File: src/rtl/hpd_pkg.sv
`default_nettype none

package hpd_pkg;

  localparam int PIX_W        = 16;
  localparam int POS_X_W      = 13;
  localparam int POS_Y_W      = 14;
  localparam int CFG_W        = 15;
  localparam int WIDTH_CFG_W  = 14;
  localparam int HEIGHT_CFG_W = 15;
  localparam int DEPTH_CFG_W  = 5;

  localparam logic [WIDTH_CFG_W-1:0]  WIDTH_RESET  = 14'd8192;
  localparam logic [HEIGHT_CFG_W-1:0] HEIGHT_RESET = 15'd16384;
  localparam logic [DEPTH_CFG_W-1:0]  DEPTH_RESET  = 5'd14;

  // A neighbor passes when 25 * neighbor <= 13 * center (the 0.52 ratio).
  localparam int NEIGH_MUL  = 25;
  localparam int CENTER_MUL = 13;
  localparam int PROD_W     = 21;

  localparam int FIFO_DEPTH = 8;
  localparam int FIFO_PTR_W = 3;
  localparam int FIFO_CNT_W = 4;

  typedef enum logic [1:0] {
    CFG_IMAGE_WIDTH  = 2'd0,
    CFG_IMAGE_HEIGHT = 2'd1,
    CFG_BIT_DEPTH    = 2'd2
  } cfg_index_t;

  typedef enum logic [1:0] {
    OP_NONE  = 2'd0,
    OP_PIXEL = 2'd1,
    OP_LOAD  = 2'd2
  } op_t;

  typedef logic [PIX_W-1:0] pix_t;

  typedef pix_t [2:0][2:0] win_t;

  typedef struct packed {
    logic               vld;
    logic [POS_X_W-1:0] pos_x;
    logic [POS_Y_W-1:0] pos_y;
    logic               done;
    logic [2:0]         rows;
    logic [2:0]         cols;
  } req_t;

  typedef struct packed {
    logic [POS_X_W-1:0] pos_x;
    logic [POS_Y_W-1:0] pos_y;
    logic               is_candidate;
    logic               frame_done;
  } res_t;

  // Saturation threshold floor(4 * (2^d - 1) / 5), depths above 16 act as 16.
  function automatic pix_t sat_threshold(input logic [DEPTH_CFG_W-1:0] d);
    pix_t thr;
    unique case (d)
      5'd0:    thr = 16'd0;
      5'd1:    thr = 16'd0;
      5'd2:    thr = 16'd2;
      5'd3:    thr = 16'd5;
      5'd4:    thr = 16'd12;
      5'd5:    thr = 16'd24;
      5'd6:    thr = 16'd50;
      5'd7:    thr = 16'd101;
      5'd8:    thr = 16'd204;
      5'd9:    thr = 16'd408;
      5'd10:   thr = 16'd818;
      5'd11:   thr = 16'd1637;
      5'd12:   thr = 16'd3276;
      5'd13:   thr = 16'd6552;
      5'd14:   thr = 16'd13106;
      5'd15:   thr = 16'd26213;
      default: thr = 16'd52428;
    endcase
    return thr;
  endfunction

endpackage

`default_nettype wire

File: src/rtl/hpd_out_fifo.sv
`default_nettype none

module hpd_out_fifo
  import hpd_pkg::*;
(
  input  logic                  clk,
  input  logic                  rst,
  input  logic [1:0]            push,
  input  res_t [1:0]            push_word,
  input  logic                  pop,
  output logic                  not_empty,
  output res_t                  head,
  output logic [FIFO_CNT_W-1:0] count
);

  res_t                  store [FIFO_DEPTH];
  logic [FIFO_PTR_W-1:0] wr_ptr;
  logic [FIFO_PTR_W-1:0] rd_ptr;
  logic [FIFO_PTR_W-1:0] second_ptr;
  logic [FIFO_CNT_W-1:0] n_push;
  logic [FIFO_CNT_W-1:0] n_pop;

  assign n_push     = FIFO_CNT_W'(push[0]) + FIFO_CNT_W'(push[1]);
  assign n_pop      = FIFO_CNT_W'(pop);
  assign second_ptr = push[0] ? FIFO_PTR_W'(wr_ptr + 1'b1) : wr_ptr;
  assign not_empty  = (count != '0);
  assign head       = store[rd_ptr];

  always_ff @(posedge clk) begin
    if (push[0]) begin
      store[wr_ptr] <= push_word[0];
    end
    if (push[1]) begin
      store[second_ptr] <= push_word[1];
    end
  end

  always_ff @(posedge clk) begin
    if (rst) begin
      wr_ptr <= '0;
      rd_ptr <= '0;
      count  <= '0;
    end else begin
      wr_ptr <= FIFO_PTR_W'(wr_ptr + n_push);
      rd_ptr <= FIFO_PTR_W'(rd_ptr + n_pop);
      count  <= FIFO_CNT_W'(count + n_push - n_pop);
    end
  end

endmodule

`default_nettype wire

File: config.mk
export PLATFORM = sky130hd
export DESIGN_NAME = hpd_out_fifo
export DESIGN_NICKNAME = d
export VERILOG_FILES = /design/src/rtl/hpd_pkg.sv /design/src/rtl/hpd_out_fifo.sv
export SDC_FILE = /design/constraint.sdc
export NUM_CORES = 1
export LEC_CHECK = 0
export BUFFER_PORTS_ARGS = -buffer_cell sky130_fd_sc_hd__buf_2
export CAP_MARGIN = 25
export CORE_MARGIN = 3
export CORE_UTILIZATION = 25
export CTS_CLUSTER_SIZE = 10
export DETAILED_ROUTE_END_ITERATION = 7
export GPL_TIMING_DRIVEN = 0
export PLACE_DENSITY = 0.39
export SLEW_MARGIN = 20
export SYNTH_ARGS = -nofsm -noshare
export SYNTH_HDL_FRONTEND = slang
export SYNTH_SLANG_ARGS = --single-unit
export TNS_END_PERCENT = 1
File: constraint.sdc
create_clock -name clk -period 4.4 [get_ports clk]
set_input_delay 0.66 -clock clk [delete_from_list [all_inputs] [get_ports clk]]
set_output_delay 0.66 -clock clk [all_outputs]
set_load 0.005 [all_outputs]
==> out/metrics.csv <==
metric;value;unit
post-synthesis register bit count;242;
CP endpoint kind;output port;
Netlist cell types;41;
Max-cap violations;0;
Boundary Pins;97;
type of origin of the critical path;register;
final critical-path required period;4.02;ns
Die X-Extent;236;um
initial core utilization;25.5;%
Post-DP Area;0.0148;mm^2
placed insts;1698;
pwr/cell area;446;mW/mm^2
RSZ-0062 raised after global routing;no;
Cell Chain, Critical Path;buf_1 -> clkbuf_1 -> mux4_2 -> mux2_2 -> buf_2;
Setup Skew;0.00969;ns
CP Max Fanout;10;
number of port buffers;96;
CTS Hold Bufs;0;
Final Routed Wirelength;47400;um
syn_nets;986;
fill cell count;5216;
GRT Resource Usage Total;16.8;%
die area;0.0555;mm^2
FMAX;248;MHz
Remaining DRCs;0;
DRT Pass-1 Iters;5;
row count;83;
relative slew slack;34.1;%
Max IR drop VDD;0.000282;V
HP Class;primary input to register;
setup ws final;0.375;ns
final hold vios;0;
type of the worst setup path;register to output port;
non-filler cells, final;1746;
Root Buffer;clkbuf_16;
max incr delay on CP;0.80;ns
synthesized area;0.0132;mm^2
setup TNS;0;ns
register area share after synthesis;54.3;%
Buf/Inv on CP;3;
slowest stage cell on the critical path;clkbuf_1;
layout cell share with drive strength beyond 1;37.2;%
core area;0.0517;mm^2
WL per Instance;27.1;um
diode count;0;
pre-CTS setup slack;0.709;ns
CTS HTree Levels;1;
setup violators final;0;
Nets;1127;
area grow syn2layout;19.3;%
Leak;0.00492;uW
Max Buffers Root-to-Sink;3;
CP top delay family;buffers and inverters;
vias in the first global route;9622;
Ys Warns;0;
Gates resized, CTS repair;0;
status;finished, final reports clean;
ANT nets after route;0;
global-route wire length before repair;68600;um
clk_lat worst skew;0.58;ns
worst slew pin tran;0.989;ns
Hold Worst Slack;0.465;ns
Die Height;236;um
HPWL Detailed;31300;um
Mapped Cells;910;
final design area excluding fillers;0.0157;mm^2
vias per cell;5.28;
CTS sink count;242;
pin count of the biggest net entering global routing;30;
max-slew violations;0;
arrival time of the worst setup path;3.36;ns
CTS tree;done;
GP Congestion;0.786;
vias;9215;
initial detailed-routing violation count;1051;
Worst Path Required;3.74;ns
global route total overflow;0;
Reg clk slew, reported paths;0.06;ns
Synth Area per Inst;14.5;um^2
period utilisation layout;91.5;%
initial antenna violation count;2;
Post-CTS Setup Repair Bufs;0;
cts bufs inserted;31;
worst min-delay path: stages:
cell and delay, ns:
buf_2 0.11, nor2b_1 0.10, mux2_2 0.14
registers in the layout (all words and copies together) (netlist names):
name,cells
wr_ptr,3
rd_ptr,3
count,4
store,232
Yosys cell counts:
master     instances  area, um^2
ha_1              11         138
dfxtp_1           10         200
and3_1             1        6.26
mux2i_1            1        10.0
o22ai_1            4        25.0
a21o_1             1        7.51
o21ai_0           60         300
mux2_2           114        1280
nand2b_1           3        18.8
mux4_2            58        1310
or3b_4             1        11.3
a31o_2             2        17.5
a21boi_1           1        7.51
buf_1              5        18.8
nor2b_1            6        37.5
clkbuf_1          52         195
mux2_4            29         435
o21a_1             2        15.0
a2111oi_4          2        55.1
xnor2_1            3        26.3
o211ai_1         174        1310
buf_2             27         135
inv_1             11        41.3
nor3b_1            1        7.51
nand3b_1           2        15.0
nor3_1             1        5.00
a21oi_1            1        5.00
buf_6              7        78.8
buf_4              1        7.51
fa_1               2        40.0
nand3_1           59         295
nand2_1            6        22.5
inv_2              1        3.75
or3b_2             1        8.76
xor2_1             2        17.5
and3b_1            2        17.5
o221ai_1           2        17.5
mux2_1             4        45.0
edfxtp_1         232        6970
nor2_1             7        26.3
or3_4              1        11.3
final timing paths:
kind	start	end	slack, ns	cells past startpoint
hold / removal	rst	count[3]	0.46	3
hold reg to reg	rd_ptr[0]	rd_ptr[0]	0.59	2
setup / recovery	rd_ptr[1]	head[18]	0.38	5
setup reg to reg	wr_ptr[0]	store[5][6]	1.05	7
power breakdown:
| part | switching (uW) | internal (uW) | total, uW |
|---|---|---|---|
| clock | 986 | 1320 | 2310 |
| combinational | 1120 | 691 | 1810 |
| sequential | 56.7 | 2830 | 2890 |
kinds of logic (layout without fill, tap and decap cells):
logic type	after synthesis	after routing	share of synthesized area [%]
AOI/OAI and AO/OA	249	249	13.3
xor gates and xnor gates	5	5	0.332
adders and majority gates	13	13	1.35
buffers and inverters	104	260	3.64
DFF	242	242	54.3
muxes	206	206	23.4
and+or+nand+nor	91	91	3.66
routing by layer:
metal / global-route usage, % / part of all wire (%) / routed length, um / vias up
met4: 3.96 / 2.0 / 969 / 4
met5: 0.346 / 0.065 / 31 / -
li1: - / - / - / 4053
met2: 27.1 / 47 / 22200 / 373
met3: 2.71 / 6.0 / 2870 / 77
met1: 23.6 / 45 / 21300 / 4708
metrics by stage:
step | utilization [%] | power [uW]
2_1_floorplan | - | 3980
4_1_cts | 30.4 | 7100
5_1_grt | 30.4 | 7340
3_3_place_gp | 28.1 | 4710
6_report | 30.4 | 7010
3_5_place_dp | 28.7 | 4760
final cells by class:
type	instances	area, um^2	area share [%]
Clock buffer	36	795	5.05
Multi-Input combinational cell	564	5640	35.8
Inverter	12	45.0	0.286
Clock inverter	12	87.6	0.557
Sequential cell	242	7170	45.6
Timing Repair Buffer	108	711	4.52
Buffer	92	437	2.78
Tap cell	680	851	5.41
placed cells by master (no fill, tap or decap), drive strengths merged, types with 6 or more instances in the layout:
cell type,count
edfxtp,232
o211ai,174
buf,148
mux2,147
clkbuf,88
o21ai,60
nand3,59
mux4,58
inv,13
ha,11
dfxtp,10
clkinv,8
nor2,7
nand2,6
nor2b,6
(Power assumes the default switching activity.)
