[src/rtl/hpd_pkg.sv]
`default_nettype none

package hpd_pkg;

  localparam int PIX_W        = 16;
  localparam int POS_X_W      = 13;
  localparam int POS_Y_W      = 14;
  localparam int CFG_W        = 15;
  localparam int WIDTH_CFG_W  = 14;
  localparam int HEIGHT_CFG_W = 15;
  localparam int DEPTH_CFG_W  = 5;

  localparam logic [WIDTH_CFG_W-1:0]  WIDTH_RESET  = 14'd8192;
  localparam logic [HEIGHT_CFG_W-1:0] HEIGHT_RESET = 15'd16384;
  localparam logic [DEPTH_CFG_W-1:0]  DEPTH_RESET  = 5'd14;

  // A neighbor passes when 25 * neighbor <= 13 * center (the 0.52 ratio).
  localparam int NEIGH_MUL  = 25;
  localparam int CENTER_MUL = 13;
  localparam int PROD_W     = 21;

  localparam int FIFO_DEPTH = 8;
  localparam int FIFO_PTR_W = 3;
  localparam int FIFO_CNT_W = 4;

  typedef enum logic [1:0] {
    CFG_IMAGE_WIDTH  = 2'd0,
    CFG_IMAGE_HEIGHT = 2'd1,
    CFG_BIT_DEPTH    = 2'd2
  } cfg_index_t;

  typedef enum logic [1:0] {
    OP_NONE  = 2'd0,
    OP_PIXEL = 2'd1,
    OP_LOAD  = 2'd2
  } op_t;

  typedef logic [PIX_W-1:0] pix_t;

  typedef pix_t [2:0][2:0] win_t;

  typedef struct packed {
    logic               vld;
    logic [POS_X_W-1:0] pos_x;
    logic [POS_Y_W-1:0] pos_y;
    logic               done;
    logic [2:0]         rows;
    logic [2:0]         cols;
  } req_t;

  typedef struct packed {
    logic [POS_X_W-1:0] pos_x;
    logic [POS_Y_W-1:0] pos_y;
    logic               is_candidate;
    logic               frame_done;
  } res_t;

  // Saturation threshold floor(4 * (2^d - 1) / 5), depths above 16 act as 16.
  function automatic pix_t sat_threshold(input logic [DEPTH_CFG_W-1:0] d);
    pix_t thr;
    unique case (d)
      5'd0:    thr = 16'd0;
      5'd1:    thr = 16'd0;
      5'd2:    thr = 16'd2;
      5'd3:    thr = 16'd5;
      5'd4:    thr = 16'd12;
      5'd5:    thr = 16'd24;
      5'd6:    thr = 16'd50;
      5'd7:    thr = 16'd101;
      5'd8:    thr = 16'd204;
      5'd9:    thr = 16'd408;
      5'd10:   thr = 16'd818;
      5'd11:   thr = 16'd1637;
      5'd12:   thr = 16'd3276;
      5'd13:   thr = 16'd6552;
      5'd14:   thr = 16'd13106;
      5'd15:   thr = 16'd26213;
      default: thr = 16'd52428;
    endcase
    return thr;
  endfunction

endpackage

`default_nettype wire

[src/rtl/hpd_judge.sv]
`default_nettype none

module hpd_judge
  import hpd_pkg::*;
(
  input  win_t       win,
  input  logic [2:0] rows,
  input  logic [2:0] cols,
  input  pix_t       thr,
  output logic       verdict
);

  logic [PROD_W-1:0] center_prod;
  logic [8:0]        over;

  always_comb begin
    center_prod = PROD_W'(win[1][1]) * PROD_W'(CENTER_MUL);
    for (int r = 0; r < 3; r++) begin
      for (int c = 0; c < 3; c++) begin
        over[r*3+c] = rows[r] && cols[c] && !(r == 1 && c == 1) &&
                      ((PROD_W'(win[r][c]) * PROD_W'(NEIGH_MUL)) > center_prod);
      end
    end
  end

  assign verdict = (win[1][1] >= thr) && (over == '0);

endmodule

`default_nettype wire

[config.mk]
export PLATFORM = sky130hd
export DESIGN_NAME = hpd_judge
export DESIGN_NICKNAME = d
export VERILOG_FILES = /design/src/rtl/hpd_pkg.sv /design/src/rtl/hpd_judge.sv
export SDC_FILE = /design/constraint.sdc
export NUM_CORES = 1
export LEC_CHECK = 0
export BUFFER_PORTS_ARGS = -buffer_cell sky130_fd_sc_hd__buf_2
export CELL_PAD_IN_SITES_DETAIL_PLACEMENT = 1
export CELL_PAD_IN_SITES_GLOBAL_PLACEMENT = 1
export CORE_MARGIN = 5
export CORE_UTILIZATION = 45
export DETAILED_ROUTE_END_ITERATION = 10
export GPL_ROUTABILITY_DRIVEN = 0
export MAX_ROUTING_LAYER = met4
export PLACE_DENSITY = 0.81
export SYNTH_ARGS = -nofsm -noshare
export SYNTH_HDL_FRONTEND = slang
export SYNTH_SLANG_ARGS = --single-unit
export TNS_END_PERCENT = 100
[constraint.sdc]
create_clock -name vclk -period 11.01
set_clock_uncertainty 0.05 [all_clocks]
set_input_delay 1.101 -clock vclk [all_inputs]
set_output_delay 1.101 -clock vclk [all_outputs]
set_load 0.005 [all_outputs]
==> metrics.cfg, run 1 <==
[logic_synthesis]
synthCells=2173
syn_nets=3073
ys_types=60
synth_area_um2=17550
ys_seq_area_share_pct=0
syn_avg_cell_area_um2=8.075
ys_warn_count=0

[setup_path]
endpoint_kind=output port
required_ns=9.86
critPathLaunch=win[64]
critPathMaxFanout=11
worstSetupStartpointType=primary input
cp_data_arrival_time_ns=7.68
crit_end=verdict
path_class=primary input to output port

[finish]
area_delta_synth_final_pct=9.077
regArea_um2=0
final_cell_mix=ha_1 (633), inv_1 (516), buf_2 (167), a21oi_1 (139), fa_1 (101)
design.seq.count=0
final_area_um2=19140
final_common_cell=ha_1
layout-drive-gt1-share_pct=8.234
nets=3246
nClkBuffers=0

[placed_design]
dpl.hpwl_um=46420
placed_cell_area_um2=19120
io_buffers=167

[global_routing]
groute.usage.overall_pct=23.79
antenna_found_initial=7
grt_pass1_wl_um=84210
grt_overflow=0
grt_pass1_vias=17324
grt_max_degree=12

[timing]
maxSlewViolCount=0
period_share_pct=80.25
relSlewSlack_pct=26.63
max_freq_mhz=113.2
finalSetupTns_ns=0
finalSetupViolations=0
hold_violations=0
rsz0062_at_grt=no
fin_crit_ns=8.836
tightest_slew_ns=1.094

[die]
die_h_um=207.5
dieArea_um2=43040
io_pins=167
core_area_um2=38650
initial_core_util_pct=45.40
row_count=72
die_w_um=207.5

[routing]
firstDrtPassIters=5
topRoutingLayerUsed=met4
wire_per_inst_um=17.82
first_iter_violations=495
drt-met1-wl_um=22170
routed-wl-met3_um=1557
wl_met2_um=25730
avgViaCountPerCell=5.480
ant_nets=0
vias=15721
wl_um=51130
route.detailed.drc=0

[clock_network]
cts_setup_buffers=0
holdBufCountCts=0
cts-resized-gates=0

[outcome]
outcome=completed

[hold_path]
hp-start=rows[1]
hp-class=primary input to output port

[run]
maxCapViolCount=0

[power]
pwr_density_cell_nw_per_um2=151.8
p_leak_uw=0.01125
irDropWorstVdd_mv=0.07209

## metrics by stage
stage | hold slack (ns) | power (uW) | utilization [%] | setup WS [ns] | instances
2_1_floorplan | 2.324 | 2032 | - | 4.033 | 2173
3_5_place_dp | 2.747 | 2885 | 49.48 | 2.342 | 2862
4_1_cts | 2.747 | 2907 | 49.48 | 2.294 | 2862
6_report | 2.767 | 2906 | 49.52 | 2.174 | 2869
5_1_grt | 2.790 | 3283 | 49.52 | 1.822 | 2868
3_3_place_gp | 2.743 | 2671 | 49.48 | 2.634 | 2862
## worst min-delay path by stage
stage,endpoint,slack [ns],cells after the start
5_1_grt,verdict,2.79,5
3_5_place_dp,verdict,2.75,5
2_1_floorplan,verdict,2.32,3
3_3_place_gp,verdict,2.74,5
6_report,verdict,2.77,5
4_1_cts,verdict,2.75,5
## final cells by class
type / count / area (um^2)
Inverter: 516 / 1937
Antenna cell: 7 / 17.52
Timing Repair Buffer: 172 / 873.3
Multi-Input combinational cell: 1656 / 15660
Tap cell: 518 / 648.1
Fill cell: 4867 / 19510
## routing by layer
metal  global-route usage (%)  vias up
met1                    28.18     7558
met5                        -        -
li1                         -     7822
met2                    43.67      258
met3                    1.753       83
met4                    6.179        0
## report_power, final
part	internal, uW	switching (uW)	total [uW]
Clock	0.0000852	0	0.0000853
Combinational	1200	1700	2910
Sequential	0	0	0
## cells in the mapped netlist (3+ instances only)
cell / count / area, um^2
nand3_1: 44 / 220.2
a21boi_0: 3 / 22.52
xor2_1: 33 / 289.0
and3_1: 16 / 100.1
a221oi_1: 6 / 52.55
o31a_1: 6 / 52.55
a31oi_1: 7 / 43.79
a2111oi_0: 12 / 105.1
inv_1: 516 / 1937
a211o_1: 4 / 35.03
and2_1: 4 / 25.02
o21ai_0: 72 / 360.4
nand2b_1: 19 / 118.9
o31ai_1: 9 / 67.56
xnor2_1: 85 / 744.5
or4_1: 3 / 22.52
nand2_1: 90 / 337.8
a21oi_1: 139 / 695.7
and4_1: 4 / 35.03
nor3_1: 37 / 185.2
a211oi_1: 26 / 195.2
nand4_1: 36 / 225.2
nor4_1: 8 / 50.05
fa_1: 101 / 2022
nor2_1: 82 / 307.8
nor2b_1: 25 / 156.4
or2_2: 5 / 31.28
a41oi_1: 5 / 43.79
o21a_1: 19 / 142.6
or3_1: 16 / 100.1
o21bai_1: 14 / 105.1
a21o_1: 51 / 382.9
o211ai_1: 7 / 52.55
ha_1: 633 / 7920
o2111ai_1: 5 / 43.79
## cell families (layout without fill, tap and decap cells)
family | count (synthesis) | in the layout | share of synthesized area, %
adder cells (fa/ha/maj) | 734 | 734 | 56.66
buffers and inverters | 517 | 688 | 11.06
AND/OR/NAND/NOR | 395 | 395 | 11.20
XOR/XNOR | 118 | 118 | 5.890
multiplexers | 2 | 2 | 0.1212
other | 0 | 7 | 0
AO/OA/AOI/OAI | 407 | 407 | 15.07
## worst max-delay path, stage by stage
cell       delay [ns]
buf_2            0.37
ha_1             0.26
fa_1             0.44
ha_1             0.31
a21o_1           0.20
a21oi_1          0.28
o21a_1           0.18
o21ai_0          0.12
a41oi_1          0.33
a211oi_1         0.13
o31a_1           0.32
o31ai_2          0.87
ha_1             0.41
a21oi_1          0.19
nor2b_1          0.09
a2111oi_0        0.50
o221ai_1         0.26
nand4_1          0.23
nand4_1          0.10
nor4_1           0.20
nand4_1          0.13
nor3_1           0.45
buf_2            0.21
No activity file was read; power rests on OpenSTA's default activity.
==> run 2: changes to the inputs <==
Clock period 11.01 ns to 8.6 ns, I/O delays scaled along.
==> run 2 against run 1 <==
First-iteration DRC count grew 1.4%. Worst hold slack got worse by 0.47 ns. Critical path depth unchanged. Power up 29%. Via count rose by 0.53%. Die area did not move. Final area rose by 0.18%. Non-clock buffer count increased by 4. Combinational power increased by 29%. Largest power group unchanged. Highest routed layer unchanged.
==> metrics.cfg, run 2 (same netlist as run 1, synthesis figures left out) <==
[outcome]
outcome=completed

[die]
io_pins=167
die_h_um=207.5
row_count=72
die_w_um=207.5
core_area_um2=38650
dieArea_um2=43040
initial_core_util_pct=45.40

[power]
pwr_density_cell_nw_per_um2=194.9
irDropWorstVdd_mv=0.09403
total_power_uw=3738
p_leak_uw=0.01127

[setup_path]
path_class=primary input to output port
critPathTopFamily=compound AO/OA/AOI/OAI gates
critPathMaxFanout=8
endpoint_kind=output port
cp_cell_sequence=buf_2 -> ha_1 -> fa_1 -> ha_1 -> a21o_1 -> a21oi_1 -> o21a_1 -> o21ai_0 -> a41oi_1 -> a211oi_1 -> o31a_1 -> o31ai_2 -> ha_1 -> a21oi_1 -> nor2b_1 -> a2111oi_0 -> o21ai_0 -> o21ai_0 -> a31oi_1 -> a211oi_1 -> nand4_1 -> nor3_1 -> buf_2
crit_buf_inv=2
cp_data_arrival_time_ns=7.19
worstSetupStartpointType=primary input
cpMaxStageDelayCell=o31ai_2
required_ns=7.69
slowest_delay_ns=0.86

[global_routing]
grt_max_degree=11
antenna_found_initial=9
grt_pass1_wl_um=85180
grt_overflow=0
groute.usage.overall_pct=24.16
grt_pass1_vias=17510

[timing]
max_freq_mhz=123.5
tightest_slew_ns=1.115
maxSlewViolCount=0
period_share_pct=94.18
relSlewSlack_pct=25.33
finalSetupTns_ns=0
fin_crit_ns=8.099
finalSetupViolations=0
hold_violations=0
rsz0062_at_grt=no

[routing]
vias=15805
ant_nets=0
wl_um=51460
firstDrtPassIters=4
avgViaCountPerCell=5.497
first_iter_violations=502
wire_per_inst_um=17.90
route.detailed.drc=0

[finish]
fillers=4853
layout-drive-gt1-share_pct=8.390
regArea_um2=0
final_area_um2=19170
multi_input_area_um2=15660
nets=3250
design.seq.count=0
stdcell_count=2875
nClkBuffers=0
final_cell_mix=ha_1 (633), inv_1 (516), buf_2 (167), a21oi_1 (139), fa_1 (101)
area_delta_synth_final_pct=9.277
final_common_cell=ha_1

[placed_design]
io_buffers=167
dpl.hpwl_um=46440
dpl.cell_count=2866
placed_cell_area_um2=19150

[clock_network]
cts-resized-gates=0
cts_setup_buffers=0
holdBufCountCts=0

[run]
maxCapViolCount=0

[hold_path]
hp-class=primary input to output port

run 2: cell count changes in the layout (fill, tap and decap cells not counted), sizes merged:
| cell | previous run | this run |
|---|---|---|
| buf | 172 | 176 |
| diode | 7 | 9 |
run 2: cell type report:
class | instances | share of cell area, %
multi-input cells | 1656 | 81.69
inverters | 516 | 10.10
repair buffers | 176 | 4.711
well taps | 518 | 3.380
diodes | 9 | 0.1175
run 2: worst min-delay path, stage by stage:
cell	delay, ns
buf_2	0.15
nand3_1	0.10
o211ai_1	0.13
nor3_1	0.10
buf_2	0.14
run 2: final timing paths:
kind                  end  slack [ns]  cells past startpoint  startpoint
setup / recovery  verdict        0.50                     23     win[65]
hold / removal    verdict        2.30                      5     rows[1]
run 2: routing by layer:
| metal | track usage [%] | wire (um) |
|---|---|---|
| met1 | 27.88 | 21320 |
| met2 | 43.31 | 25540 |
| met3 | 2.887 | 2350 |
| met4 | 8.527 | 2253 |
| met5 | - | 0 |
run 2: where the power goes:
group	leakage [uW]	total, uW	internal, uW	switching (uW)
clock	0.0000000570	0.000140	0.000140	0
combinational	0.0113	3740	1550	2190
sequential	0	0	0	0
run 2: through the flow:
stage               worst slack, ns  utilization, %  hold slack, ns
floorplan                     2.105               -           1.842
global placement             0.8116           49.56           2.281
detailed placement           0.6926           49.56           2.270
CTS                          0.6455           49.56           2.269
global route                 0.3141           49.61           2.340
finish                       0.5005           49.61           2.301
==> run 3: changes to the inputs <==
==> constraint.sdc (replaced) <==
create_clock -name vclk -period 8.6
set_clock_uncertainty 0.05 [all_clocks]
set_input_delay 0.86 -clock vclk [all_inputs]
set_output_delay 0.86 -clock vclk [all_outputs]
set_load 0.01 [all_outputs]
==> run 3 against run 2 <==
Fmax is 2.2% lower. Combinational power hardly changed. Core utilization stayed put. Sequential share of layout area is the same. Final cell count unchanged. First-iteration DRC count up 3.2%. Critical endpoint unchanged. Critical path depth unchanged. Via count is 0.72% lower. Non-clock buffer count unchanged.
==> metrics.cfg, run 3 (same netlist as run 1, synthesis figures left out) <==
[routing]
wl_um=51190
ant_nets=0
firstDrtPassIters=5
topRoutingLayerUsed=met4
wl_met2_um=25160
wire_per_inst_um=17.80
route.detailed.drc=0
first_iter_violations=518
vias=15691
drt-met1-wl_um=21760
routed-wl-met3_um=2013
avgViaCountPerCell=5.458

[clock_network]
holdBufCountCts=0
cts-resized-gates=0
cts_setup_buffers=0

[global_routing]
grt_pass1_wl_um=84960
groute.usage.overall_pct=24.07
grt_overflow=0
grt_max_degree=11
antenna_found_initial=9
grt_pass1_vias=17506

[timing]
tightest_slew_ns=1.119
finalSetupTns_ns=0
relSlewSlack_pct=25.04
worst_hold_slack_ns=2.332
period_share_pct=96.30
hold_violations=0
rsz0062_at_grt=no
finalSetupViolations=0
max_freq_mhz=120.7
fin_crit_ns=8.282
maxSlewViolCount=0

[setup_path]
worstSetupStartpointType=primary input
critPathMaxFanout=8
path_class=primary input to output port
cp_data_arrival_time_ns=7.37
endpoint_kind=output port
required_ns=7.69

[power]
p_leak_uw=0.01127
p_clk_share_pct=0
irDropWorstVdd_mv=0.09672
combinationalPowerShare_pct=100.0
p_switching_uw=2181
seqPwrFrac_pct=0
pwr_density_cell_nw_per_um2=194.5
p_int_uw=1550
p_sw_share_pct=58.46

[placed_design]
placed_cell_area_um2=19150
dpl.hpwl_um=46150
dpl.cell_count=2866
io_buffers=167

[hold_path]
holdPathStages=5
hp-class=primary input to output port

[finish]
layout-drive-gt1-share_pct=8.390
nClkBuffers=0
fin_util_pct=49.61
final_common_cell=ha_1
regArea_um2=0
final_cell_mix=ha_1 (633), inv_1 (516), buf_2 (167), a21oi_1 (139), fa_1 (101)
fillers=4872
nets=3250
area_delta_synth_final_pct=9.277
stdcell_count=2875
design.seq.count=0
final_area_um2=19170

[die]
die_h_um=207.5
die_w_um=207.5
initial_core_util_pct=45.40
dieArea_um2=43040
io_pins=167
row_count=72
core_area_um2=38650

[run]
maxCapViolCount=0

[outcome]
outcome=completed

[run 3: per-stage QoR]
| step | power [uW] | setup slack (ns) |
|---|---|---|
| 6_report | 3730 | 0.3180 |
| 5_1_grt | 4243 | 0.09699 |
| 4_1_cts | 3726 | 0.5502 |
| 3_5_place_dp | 3696 | 0.5912 |
| 3_3_place_gp | 3443 | 0.7925 |
| 2_1_floorplan | 2602 | 2.005 |
[run 3: worst paths after layout]
kind | start | slack [ns] | end
setup / recovery | win[65] | 0.32 | verdict
hold / removal | rows[1] | 2.33 | verdict
[run 3: area by class of cell]
type,instances,area (um^2),area share [%]
antenna,9,22.52,0.1175
tap,518,648.1,3.380
multi-input combinational,1656,15660,81.69
inverter,516,1937,10.10
timing repair buffer,176,903.4,4.711
[run 3: power by group through the flow]
stage          clock [uW]  combinational [uW]  sequential (uW)
2_1_floorplan           0                2600                0
3_3_place_gp            0                3440                0
3_5_place_dp            0                3700                0
4_1_cts                 0                3730                0
5_1_grt          0.000124                4240                0
6_report         0.000140                3730                0
[run 3: metal layers]
layer  track usage, %  vias to the layer above
met5                -                        -
met4            8.140                        0
met2            43.09                      258
met1            27.97                     7524
met3            2.856                      103
li1                 -                     7806
[run 3: worst max-delay path, cell delays in order]
cell,delay (ns)
buf_2,0.14
ha_1,0.33
fa_1,0.50
ha_1,0.31
a21o_1,0.18
a21oi_1,0.28
o21a_1,0.18
o21ai_0,0.13
a41oi_1,0.34
a211oi_1,0.15
o31a_1,0.32
o31ai_2,0.89
ha_1,0.41
a21oi_1,0.13
nor2b_1,0.06
a2111oi_0,0.48
o21ai_0,0.17
o21ai_0,0.22
a31oi_1,0.19
a211oi_1,0.26
nand4_1,0.13
nor3_1,0.46
buf_2,0.23
